[src/design/multilevel_queue_scheduler_top_defines.svh]
// Assertion macros used by the scheduler top level.
`ifndef MULTILEVEL_QUEUE_SCHEDULER_TOP_DEFINES_SVH
`define MULTILEVEL_QUEUE_SCHEDULER_TOP_DEFINES_SVH
`ifndef ASSERT_OFF
`define ASSERT_IMPLIES(label, clk, rst_n, pre, post) \
    label: assert property (@(posedge clk) disable iff (!rst_n) (pre) |-> (post)) \
        else $error("Scheduler assertion failed.");
`define ASSERT_NEXT(label, clk, rst_n, pre, post) \
    label: assert property (@(posedge clk) disable iff (!rst_n) (pre) |=> (post)) \
        else $error("Scheduler assertion failed.");
`else
`define ASSERT_IMPLIES(label, clk, rst_n, pre, post)
`define ASSERT_NEXT(label, clk, rst_n, pre, post)
`endif
`endif

[src/design/mlqs_pkg.sv]
// Package with the types, constants and codes of the multilevel queue scheduler.
`timescale 1ns / 1ps
package mlqs_pkg;

    localparam int MAX_PROCS = 16;
    localparam int SLOT_W    = $clog2(MAX_PROCS);
    localparam int PTR_W     = SLOT_W + 1;
    localparam int CNT_W     = $clog2(MAX_PROCS + 1);
    localparam int PID_W     = 4;
    localparam int TIME_W    = 16;
    localparam int SLICE_W   = 16;

    localparam logic [SLICE_W-1:0] SLICE_RESET = 16'd2;

    localparam logic CMD_ARRIVAL = 1'b0;
    localparam logic CMD_TICK    = 1'b1;
    localparam logic LEVEL_HIGH  = 1'b0;
    localparam logic LEVEL_LOW   = 1'b1;

    typedef struct packed {
        logic              command;
        logic [PID_W-1:0]  process_id;
        logic [TIME_W-1:0] burst_length;
        logic              queue_level;
    } sched_in_t;

    typedef struct packed {
        logic              idle;
        logic [PID_W-1:0]  running_id;
        logic              running_level;
        logic              first_run;
        logic [TIME_W-1:0] response_time;
        logic              finished;
        logic [TIME_W-1:0] finish_time;
        logic              slice_expired;
    } sched_out_t;

    typedef struct packed {
        logic [TIME_W-1:0] remaining;
        logic [TIME_W-1:0] stamp;
        logic              started;
    } slot_entry_t;

    localparam int ENTRY_W = $bits(slot_entry_t);

    typedef struct packed {
        logic arrive;
        logic pick;
        logic fetch;
        logic exec;
    } ctrl_cmd_t;

    typedef struct packed {
        logic out_free;
    } dp_status_t;

endpackage

[src/design/multilevel_queue_scheduler_top.sv]
// An arrival request is handled in the cycle it is accepted; the next request is accepted in the following cycle.
// A tick request goes through a queue read, a slot table read and an update, and its result
// is held in the result register after the update; a new request is accepted once the update is done.
// The update waits while the result register holds a result that is stalled.
// Reset (rst_n, asynchronous, active low) clears time, queues, busy slots and the result valid flag.
// The slot table RAM is not cleared; each slot is written on arrival before it is read.
`timescale 1ns / 1ps
`include "multilevel_queue_scheduler_top_defines.svh"
module multilevel_queue_scheduler_top (
    input  logic                          clk,
    input  logic                          rst_n,
    input  logic                          in_valid,
    output logic                          in_stall,
    input  mlqs_pkg::sched_in_t            in_data,
    output logic                          out_valid,
    input  logic                          out_stall,
    output mlqs_pkg::sched_out_t           out_data,
    input  logic                          cfg_valid,
    output logic                          cfg_ready,
    input  logic [mlqs_pkg::SLICE_W-1:0]  cfg_data
);

    import mlqs_pkg::*;

    ctrl_cmd_t  cmd;
    dp_status_t status;
    logic       cfg_write;
    logic       tick_accept;
    logic       arrival_accept;

    assign cfg_ready      = 1'b1;
    assign cfg_write      = cfg_valid && cfg_ready;
    assign tick_accept    = in_valid && !in_stall && (in_data.command == CMD_TICK);
    assign arrival_accept = in_valid && !in_stall && (in_data.command == CMD_ARRIVAL);

    mlqs_ctrl u_ctrl (
        .clk        (clk),
        .rst_n      (rst_n),
        .in_valid   (in_valid),
        .in_command (in_data.command),
        .status     (status),
        .in_stall   (in_stall),
        .cmd        (cmd)
    );

    mlqs_datapath u_datapath (
        .clk       (clk),
        .rst_n     (rst_n),
        .cmd       (cmd),
        .in_data   (in_data),
        .cfg_valid (cfg_write),
        .cfg_data  (cfg_data),
        .out_stall (out_stall),
        .out_valid (out_valid),
        .out_data  (out_data),
        .status    (status)
    );

    // A tick request keeps the input side busy while it is scheduled.
    `ASSERT_NEXT(a_tick_busy, clk, rst_n, tick_accept, in_stall)
    `ASSERT_NEXT(a_arrival_single, clk, rst_n, arrival_accept, !in_stall)
    // A fresh result always stems from an earlier tick request.
    `ASSERT_IMPLIES(a_result_origin, clk, rst_n, $rose(out_valid), $past(tick_accept, 3))

endmodule

[src/design/mlqs_ram.sv]
// Generic single write port, single read port RAM with registered read data.
`timescale 1ns / 1ps
module mlqs_ram #(
    parameter int WIDTH = 8,
    parameter int DEPTH = 16
) (
    input  logic                     clk,
    input  logic                     wr_en,
    input  logic [$clog2(DEPTH)-1:0] wr_addr,
    input  logic [WIDTH-1:0]         wr_data,
    input  logic                     rd_en,
    input  logic [$clog2(DEPTH)-1:0] rd_addr,
    output logic [WIDTH-1:0]         rd_data
);

    logic [WIDTH-1:0] mem [DEPTH];

    always_ff @(posedge clk)
    begin
        if (wr_en)
        begin
            mem[wr_addr] <= wr_data;
        end
        if (rd_en)
        begin
            rd_data <= mem[rd_addr];
        end
    end

endmodule

[src/design/mlqs_ctrl.sv]
// Controller state machine that sequences arrival and tick requests.
`timescale 1ns / 1ps
module mlqs_ctrl (
    input  logic                clk,
    input  logic                rst_n,
    input  logic                in_valid,
    input  logic                in_command,
    input  mlqs_pkg::dp_status_t status,
    output logic                in_stall,
    output mlqs_pkg::ctrl_cmd_t  cmd
);

    import mlqs_pkg::*;

    typedef enum logic [2:0] {
        ST_IDLE  = 3'b001,
        ST_FETCH = 3'b010,
        ST_EXEC  = 3'b100
    } state_t;

    state_t state_reg;
    state_t state_next;

    always_comb
    begin
        state_next = state_reg;
        cmd        = '0;
        in_stall   = 1'b1;
        unique case (state_reg)
            ST_IDLE:
            begin
                in_stall = 1'b0;
                if (in_valid)
                begin
                    if (in_command == CMD_TICK)
                    begin
                        cmd.pick   = 1'b1;
                        state_next = ST_FETCH;
                    end
                    else
                    begin
                        cmd.arrive = 1'b1;
                    end
                end
            end
            ST_FETCH:
            begin
                cmd.fetch  = 1'b1;
                state_next = ST_EXEC;
            end
            ST_EXEC:
            begin
                if (status.out_free)
                begin
                    cmd.exec   = 1'b1;
                    state_next = ST_IDLE;
                end
            end
            default:
            begin
                state_next = ST_IDLE;
            end
        endcase
    end

    always_ff @(posedge clk or negedge rst_n)
    begin
        if (!rst_n)
        begin
            state_reg <= ST_IDLE;
        end
        else
        begin
            state_reg <= state_next;
        end
    end

endmodule

[src/design/mlqs_datapath.sv]
// Datapath with the slot table, both ready queues, timing state and result register.
`timescale 1ns / 1ps
module mlqs_datapath (
    input  logic                          clk,
    input  logic                          rst_n,
    input  mlqs_pkg::ctrl_cmd_t            cmd,
    input  mlqs_pkg::sched_in_t            in_data,
    input  logic                          cfg_valid,
    input  logic [mlqs_pkg::SLICE_W-1:0]  cfg_data,
    input  logic                          out_stall,
    output logic                          out_valid,
    output mlqs_pkg::sched_out_t           out_data,
    output mlqs_pkg::dp_status_t           status
);

    import mlqs_pkg::*;

    typedef enum logic [1:0] {
        SRC_NONE = 2'b00,
        SRC_KEEP = 2'b01,
        SRC_HIGH = 2'b10,
        SRC_LOW  = 2'b11
    } src_t;

    function automatic logic [SLOT_W-1:0] ptr_inc(input logic [SLOT_W-1:0] p);
        if (32'(p) == MAX_PROCS - 1)
        begin
            return '0;
        end
        return p + 1'b1;
    endfunction

    function automatic logic [SLOT_W-1:0] ptr_dec(input logic [SLOT_W-1:0] p);
        if (p == '0)
        begin
            return SLOT_W'(MAX_PROCS - 1);
        end
        return p - 1'b1;
    endfunction

    function automatic logic [SLOT_W-1:0] ptr_tail(input logic [SLOT_W-1:0] head,
                                                   input logic [CNT_W-1:0]  count);
        logic [PTR_W-1:0] sum;
        sum = PTR_W'(head) + PTR_W'(count);
        if (sum >= PTR_W'(MAX_PROCS))
        begin
            sum = sum - PTR_W'(MAX_PROCS);
        end
        return sum[SLOT_W-1:0];
    endfunction

    logic [SLICE_W-1:0]   slice_length_reg, slice_length_next;
    logic [TIME_W-1:0]    current_time_reg, current_time_next;
    logic [SLOT_W-1:0]    running_slot_reg, running_slot_next;
    logic                 running_valid_reg, running_valid_next;
    logic                 running_level_reg, running_level_next;
    logic [SLICE_W-1:0]   slice_used_reg, slice_used_next;
    logic [MAX_PROCS-1:0] busy_reg, busy_next;
    logic [SLOT_W-1:0]    hq_head_reg, hq_head_next;
    logic [CNT_W-1:0]     hq_count_reg, hq_count_next;
    logic [SLOT_W-1:0]    lq_head_reg, lq_head_next;
    logic [CNT_W-1:0]     lq_count_reg, lq_count_next;
    src_t                 src_reg, src_next;
    logic                 out_valid_reg, out_valid_next;
    sched_out_t           out_data_reg, out_data_next;

    logic                 hq_wr_en, hq_rd_en;
    logic [SLOT_W-1:0]    hq_wr_addr, hq_wr_data, hq_rd_data;
    logic                 lq_wr_en, lq_rd_en;
    logic [SLOT_W-1:0]    lq_wr_addr, lq_wr_data, lq_rd_data;
    logic                 tbl_wr_en, tbl_rd_en;
    logic [SLOT_W-1:0]    tbl_wr_addr, tbl_rd_addr;
    logic [ENTRY_W-1:0]   tbl_wr_data, tbl_rd_data;

    logic [SLOT_W-1:0]    arr_slot;
    logic                 arr_ok;
    logic                 preempt, keep, pop_high, pop_low;
    logic [SLOT_W-1:0]    fetch_slot;
    slot_entry_t          entry, entry_new;
    logic [TIME_W-1:0]    rem_dec, time_inc;
    logic [SLICE_W-1:0]   su_inc, quantum;
    logic                 done, expire;

    assign arr_slot = SLOT_W'(in_data.process_id);
    assign arr_ok   = (32'(in_data.process_id) < MAX_PROCS)
                      && (in_data.burst_length != '0) && !busy_reg[arr_slot];

    assign preempt  = running_valid_reg && (running_level_reg == LEVEL_LOW)
                      && (hq_count_reg != '0);
    assign keep     = running_valid_reg && !preempt;
    assign pop_high = !keep && (hq_count_reg != '0);
    assign pop_low  = !keep && (hq_count_reg == '0) && (lq_count_reg != '0);

    always_comb
    begin
        unique case (src_reg)
            SRC_HIGH: fetch_slot = hq_rd_data;
            SRC_LOW:  fetch_slot = lq_rd_data;
            default:  fetch_slot = running_slot_reg;
        endcase
    end

    assign entry    = slot_entry_t'(tbl_rd_data);
    assign rem_dec  = entry.remaining - 16'd1;
    assign time_inc = current_time_reg + 16'd1;
    assign su_inc   = ((running_level_reg == LEVEL_HIGH) && (slice_used_reg != 16'hFFFF))
                      ? slice_used_reg + 16'd1 : slice_used_reg;
    assign quantum  = (slice_length_reg == '0) ? 16'd1 : slice_length_reg;
    assign done     = (rem_dec == '0);
    assign expire   = !done && (running_level_reg == LEVEL_HIGH) && (su_inc >= quantum);

    always_comb
    begin
        slice_length_next  = slice_length_reg;
        current_time_next  = current_time_reg;
        running_slot_next  = running_slot_reg;
        running_valid_next = running_valid_reg;
        running_level_next = running_level_reg;
        slice_used_next    = slice_used_reg;
        busy_next          = busy_reg;
        hq_head_next       = hq_head_reg;
        hq_count_next      = hq_count_reg;
        lq_head_next       = lq_head_reg;
        lq_count_next      = lq_count_reg;
        src_next           = src_reg;
        out_valid_next     = out_valid_reg && out_stall;
        out_data_next      = '0;

        hq_wr_en    = 1'b0;
        hq_wr_addr  = ptr_tail(hq_head_reg, hq_count_reg);
        hq_wr_data  = arr_slot;
        hq_rd_en    = 1'b0;
        lq_wr_en    = 1'b0;
        lq_wr_addr  = ptr_tail(lq_head_reg, lq_count_reg);
        lq_wr_data  = arr_slot;
        lq_rd_en    = 1'b0;
        tbl_wr_en   = 1'b0;
        tbl_wr_addr = arr_slot;
        tbl_rd_en   = 1'b0;
        tbl_rd_addr = fetch_slot;
        entry_new   = '{remaining: in_data.burst_length, stamp: current_time_reg,
                        started: 1'b0};

        if (cfg_valid)
        begin
            slice_length_next = cfg_data;
        end

        if (cmd.arrive && arr_ok)
        begin
            busy_next[arr_slot] = 1'b1;
            tbl_wr_en           = 1'b1;
            if (in_data.queue_level == LEVEL_LOW)
            begin
                lq_wr_en      = 1'b1;
                lq_count_next = lq_count_reg + 1'b1;
            end
            else
            begin
                hq_wr_en      = 1'b1;
                hq_count_next = hq_count_reg + 1'b1;
            end
        end

        if (cmd.pick)
        begin
            // A preempted low level process goes back to the head of its queue.
            if (preempt)
            begin
                lq_wr_en      = 1'b1;
                lq_wr_addr    = ptr_dec(lq_head_reg);
                lq_wr_data    = running_slot_reg;
                lq_head_next  = ptr_dec(lq_head_reg);
                lq_count_next = lq_count_reg + 1'b1;
            end
            running_valid_next = keep || pop_high || pop_low;
            if (keep)
            begin
                src_next = SRC_KEEP;
            end
            else if (pop_high)
            begin
                src_next           = SRC_HIGH;
                hq_rd_en           = 1'b1;
                hq_head_next       = ptr_inc(hq_head_reg);
                hq_count_next      = hq_count_reg - 1'b1;
                running_level_next = LEVEL_HIGH;
                slice_used_next    = '0;
            end
            else if (pop_low)
            begin
                src_next           = SRC_LOW;
                lq_rd_en           = 1'b1;
                lq_head_next       = ptr_inc(lq_head_reg);
                lq_count_next      = lq_count_reg - 1'b1;
                running_level_next = LEVEL_LOW;
                slice_used_next    = '0;
            end
            else
            begin
                src_next = SRC_NONE;
            end
        end

        if (cmd.fetch)
        begin
            tbl_rd_en         = 1'b1;
            running_slot_next = fetch_slot;
        end

        if (cmd.exec)
        begin
            out_valid_next            = 1'b1;
            current_time_next         = time_inc;
            out_data_next.idle        = !running_valid_reg;
            out_data_next.finish_time = time_inc;
            if (running_valid_reg)
            begin
                out_data_next.running_id    = PID_W'(running_slot_reg);
                out_data_next.running_level = running_level_reg;
                out_data_next.first_run     = !entry.started;
                out_data_next.response_time = entry.started ? '0
                                              : current_time_reg - entry.stamp;
                out_data_next.finished      = done;
                out_data_next.slice_expired = expire;

                tbl_wr_en   = 1'b1;
                tbl_wr_addr = running_slot_reg;
                entry_new   = '{remaining: rem_dec, stamp: entry.stamp, started: 1'b1};

                if (done)
                begin
                    busy_next[running_slot_reg] = 1'b0;
                    running_valid_next          = 1'b0;
                    slice_used_next             = '0;
                end
                else if (expire)
                begin
                    hq_wr_en           = 1'b1;
                    hq_wr_data         = running_slot_reg;
                    hq_count_next      = hq_count_reg + 1'b1;
                    running_valid_next = 1'b0;
                    slice_used_next    = '0;
                end
                else
                begin
                    slice_used_next = su_inc;
                end
            end
        end

        tbl_wr_data = ENTRY_W'(entry_new);
    end

    mlqs_ram #(.WIDTH(SLOT_W), .DEPTH(MAX_PROCS)) u_high_queue (
        .clk     (clk),
        .wr_en   (hq_wr_en),
        .wr_addr (hq_wr_addr),
        .wr_data (hq_wr_data),
        .rd_en   (hq_rd_en),
        .rd_addr (hq_head_reg),
        .rd_data (hq_rd_data)
    );

    mlqs_ram #(.WIDTH(SLOT_W), .DEPTH(MAX_PROCS)) u_low_queue (
        .clk     (clk),
        .wr_en   (lq_wr_en),
        .wr_addr (lq_wr_addr),
        .wr_data (lq_wr_data),
        .rd_en   (lq_rd_en),
        .rd_addr (lq_head_reg),
        .rd_data (lq_rd_data)
    );

    mlqs_ram #(.WIDTH(ENTRY_W), .DEPTH(MAX_PROCS)) u_slot_table (
        .clk     (clk),
        .wr_en   (tbl_wr_en),
        .wr_addr (tbl_wr_addr),
        .wr_data (tbl_wr_data),
        .rd_en   (tbl_rd_en),
        .rd_addr (tbl_rd_addr),
        .rd_data (tbl_rd_data)
    );

    always_ff @(posedge clk or negedge rst_n)
    begin
        if (!rst_n)
        begin
            slice_length_reg  <= SLICE_RESET;
            current_time_reg  <= '0;
            running_slot_reg  <= '0;
            running_valid_reg <= 1'b0;
            running_level_reg <= LEVEL_HIGH;
            slice_used_reg    <= '0;
            busy_reg          <= '0;
            hq_head_reg       <= '0;
            hq_count_reg      <= '0;
            lq_head_reg       <= '0;
            lq_count_reg      <= '0;
            src_reg           <= SRC_NONE;
            out_valid_reg     <= 1'b0;
        end
        else
        begin
            slice_length_reg  <= slice_length_next;
            current_time_reg  <= current_time_next;
            running_slot_reg  <= running_slot_next;
            running_valid_reg <= running_valid_next;
            running_level_reg <= running_level_next;
            slice_used_reg    <= slice_used_next;
            busy_reg          <= busy_next;
            hq_head_reg       <= hq_head_next;
            hq_count_reg      <= hq_count_next;
            lq_head_reg       <= lq_head_next;
            lq_count_reg      <= lq_count_next;
            src_reg           <= src_next;
            out_valid_reg     <= out_valid_next;
        end
    end

    always_ff @(posedge clk)
    begin
        if (cmd.exec)
        begin
            out_data_reg <= out_data_next;
        end
    end

    assign out_valid       = out_valid_reg;
    assign out_data        = out_data_reg;
    assign status.out_free = !out_valid_reg || !out_stall;

endmodule
[config.mk]
export PLATFORM = sky130hd
export DESIGN_NAME = multilevel_queue_scheduler_top
export DESIGN_NICKNAME = d
export VERILOG_FILES = /design/src/design/mlqs_pkg.sv /design/src/design/multilevel_queue_scheduler_top.sv /design/src/design/mlqs_ram.sv /design/src/design/mlqs_ctrl.sv /design/src/design/mlqs_datapath.sv
export VERILOG_INCLUDE_DIRS = /design/src /design/src/design
export SDC_FILE = /design/constraint.sdc
export NUM_CORES = 1
export LEC_CHECK = 0
export BUFFER_PORTS_ARGS = -buffer_cell sky130_fd_sc_hd__buf_2
export CAP_MARGIN = 20
export CORE_MARGIN = 5
export CORE_UTILIZATION = 40
export CTS_CLUSTER_SIZE = 40
export DETAILED_ROUTE_END_ITERATION = 7
export GPL_TIMING_DRIVEN = 0
export SETUP_SLACK_MARGIN = 0.02
export SLEW_MARGIN = 20
export SYNTH_ARGS = -nofsm -noshare
export SYNTH_HDL_FRONTEND = slang
export SYNTH_SLANG_ARGS = --single-unit
[constraint.sdc]
create_clock -name clk -period 10.9 [get_ports clk]
set_input_delay 0.545 -clock clk [delete_from_list [all_inputs] [get_ports clk]]
set_output_delay 0.545 -clock clk [all_outputs]
set_load 0.03 [all_outputs]
==> flow_summary.toml <==
[clock_tree]
clock_latency_ns = 0.65
clk_pin_slew_ns = 0.06
cts_tree = "done"
post_cts_buffers = 0
cts_resized = 0
clockBufferDepth = 3
root_buffer = "clkbuf_16"
ctsHtreeMaxLevel = 3
cts_buffers = 88
clock_sinks = 832

[synthesis]
yosysSeqAreaShare = 0.695
yosysTopAreaCell = "edfxtp_1"
synth_ff_type = "edfxtp_1"
netlist.area_leader.share = 0.629
synth_nets = 2227
yosys_register_bits = 832
syn_area_um2 = 35300
synth.distinct_cells = 80
synth_edf_count = 738
yosys_warnings = 0
avgSynthCellArea_um2 = 16.5
netlist_instances = 2132
synth.area.top_cells = "edfxtp_1 63%, mux4_2 10%, dfrtp_1 6.5%"
synth-async-reset-ratio = 0.113
yosys-top-cells-count = "738 x edfxtp_1, 164 x mux4_2, 141 x nand2_1"
synth_most_common_cell = "edfxtp_1"

[critical_path]
required_ns = 11.16
worstRegToRegCells = 16
path_class = "reg2reg"
path_max_fanout = 10
arrival_ns = 5.41
crit_path_start_kind = "register"
end_kind = "register"

[cells_and_area]
layout.nets = 2437
top_regs = "u_datapath.u_slot_table.mem x528, u_datapath.u_high_queue.mem x64, u_datapath.u_low_queue.mem x64"
syn2layout_area_growth_pct = 15.5
drive_gt1_frac = 0.212
fin_util = 0.467
largest_reg_flops = 528
regMostFlops = "u_datapath.u_slot_table.mem"

[placement]
io_buffers = 83
dp_worst_setup_slack_ns = 5.80
routabilityCongestion = 0.839
post-dp-hpwl_um = 56300

[sta]
tightestPinTransition_ns = 1.16
hold_viol = 0
finalSetupViolations = 0
slew_headroom = 0.222
rsz0062_at_grt = "no"
fin_crit_ns = 5.15
setup_slack_ns = 5.75
fmax_mhz = 194
fin_crit_sh = 0.472
fin_tns_setup_ns = 0
drv_slew = 0
skew_ns = 0.0315

[route]
remaining_drc_errors = 0
drtIter0Drc = 1711
vias = 19700
avgViaCountPerCell = 5.52
drt-total-wl_um = 82900
dr.pass1.iters = 6
detail_route.wl_per_cell_um = 23.2
ant_nets = 0

[floorplanning]
die_y_um = 307
die_w_um = 307
die-area_um2 = 94200
ios = 87
start_util = 0.405
coreArea_um2 = 87200
rows = 108

[grt]
overflow = 0
antenna_found_initial = 1
first_global_vias = 20700
grt_start_max_net_pins = 69
grt_pass1_wl_um = 126000
track_usage = 0.175

[outcome]
outcome = "finished, final reports clean"

[power_and_ir_drop]
peakVddDrop_mv = 0.125
power.density_nw_per_um2 = 195
leakagePower_nw = 14.4

[job]
drv_cap = 0

[hold_path]
hold_path_class = "in2reg"
whs_path_depth = 3
## per-stage QoR
stage                     power [mW]  instances  cell area [µm²]  hold slack (ns)
after floorplan                 4.65       2132            35300            0.249
after global placement          5.00       3370            37100            0.465
after detailed placement        5.05       3406            37800            0.449
after CTS                       8.03       3569            40700           0.0774
after global routing            8.28       3569            40700           0.0927
final                           7.95       3571            40700            0.108
## layout by cell type, fill, tap and decap left out, types with 20 or more instances in the layout
cell type / count
nor3_1: 24
edfxtp_1: 738
nand2_1: 141
xor2_1: 25
a211oi_1: 38
o21ai_0: 43
mux2i_1: 60
clkbuf_1: 75
nor2_1: 73
o21ai_1: 38
nor4_1: 23
ha_1: 49
nand2b_1: 22
clkbuf_16: 88
nand3_1: 23
buf_2: 115
buf_4: 20
mux4_2: 164
xnor2_1: 49
nor2b_1: 46
inv_1: 52
dfrtp_1: 92
a21oi_1: 93
## final cells by class
type / count / area, µm²
fillers: 7373 / 46400
flip-flops and latches: 832 / 24500
multi-input cells: 1140 / 10200
clock buffers: 103 / 2280
well taps: 1155 / 1450
repair buffers: 120 / 1000
clock inverters: 59 / 606
plain buffers: 106 / 478
inverters: 54 / 203
diodes: 2 / 5.00
## path summary, 6_finish.rpt
check / start / endpoint / slack, ns
hold reg to reg: u_datapath.hq_count_reg[4] / u_datapath.hq_count_reg[4] / 0.49
max in group asynchronous: rst_n / u_ctrl.state_reg[0] / 9.84
hold / removal: cfg_data[12] / u_datapath.slice_length_reg[12] / 0.11
setup / recovery: u_datapath.slice_used_reg[3] / u_datapath.u_high_queue.mem[4][2] / 5.75
min in group asynchronous: rst_n / u_datapath.slice_used_reg[6] / 0.35
setup reg to reg: u_datapath.slice_used_reg[3] / u_datapath.u_high_queue.mem[4][2] / 5.75
## cells by family (layout without fill, tap and decap cells)
kind of cell,count (synthesis),after routing,synth area share
AO/OA/AOI/OAI,322,322,0.0573
multiplexers,236,236,0.126
other,1,3,0.000106
AND/OR/NAND/NOR,455,455,0.0649
flip-flops,832,832,0.695
buffers and inverters,160,442,0.0192
XOR/XNOR,74,74,0.0184
adder cells (fa/ha/maj),52,52,0.0191
## critical path, stage by stage, from the launching register on
cell and delay (ns):
dfrtp_1 0.33, clkbuf_1 0.25, nand4_1 0.22, nor4_1 0.32, a211o_1 0.28, or2_1 0.12, clkbuf_1 0.26, nor3_1 0.10
xor2_1 0.18, ha_1 0.33, and4_1 0.20, o21ai_0 0.08, a2111oi_0 0.52, a21o_1 0.30, o211a_2 0.35, nor2_4 0.12
nor4_1 0.81
## per-layer routing
layer,up-vias,wire length [µm],track usage
li1,8784,-,-
met1,10200,34900,0.236
met2,590,41300,0.296
met3,114,4900,0.0295
met4,0,1810,0.0487
met5,-,0,0
## timing repair
action	CTS	global route
setup endpoints to repair	0	0
endpoints found under the hold margin	25	0
hold buffers	1	0
## report_power, final
group / total, mW / internal [mW] / leakage (nW) / switching [mW]
clock: 2.97 / 1.71 / 1.40 / 1.26
combinational: 1.33 / 0.560 / 5.01 / 0.766
sequential: 3.65 / 3.58 / 7.94 / 0.0688
No activity file was read; power rests on OpenSTA's default activity.
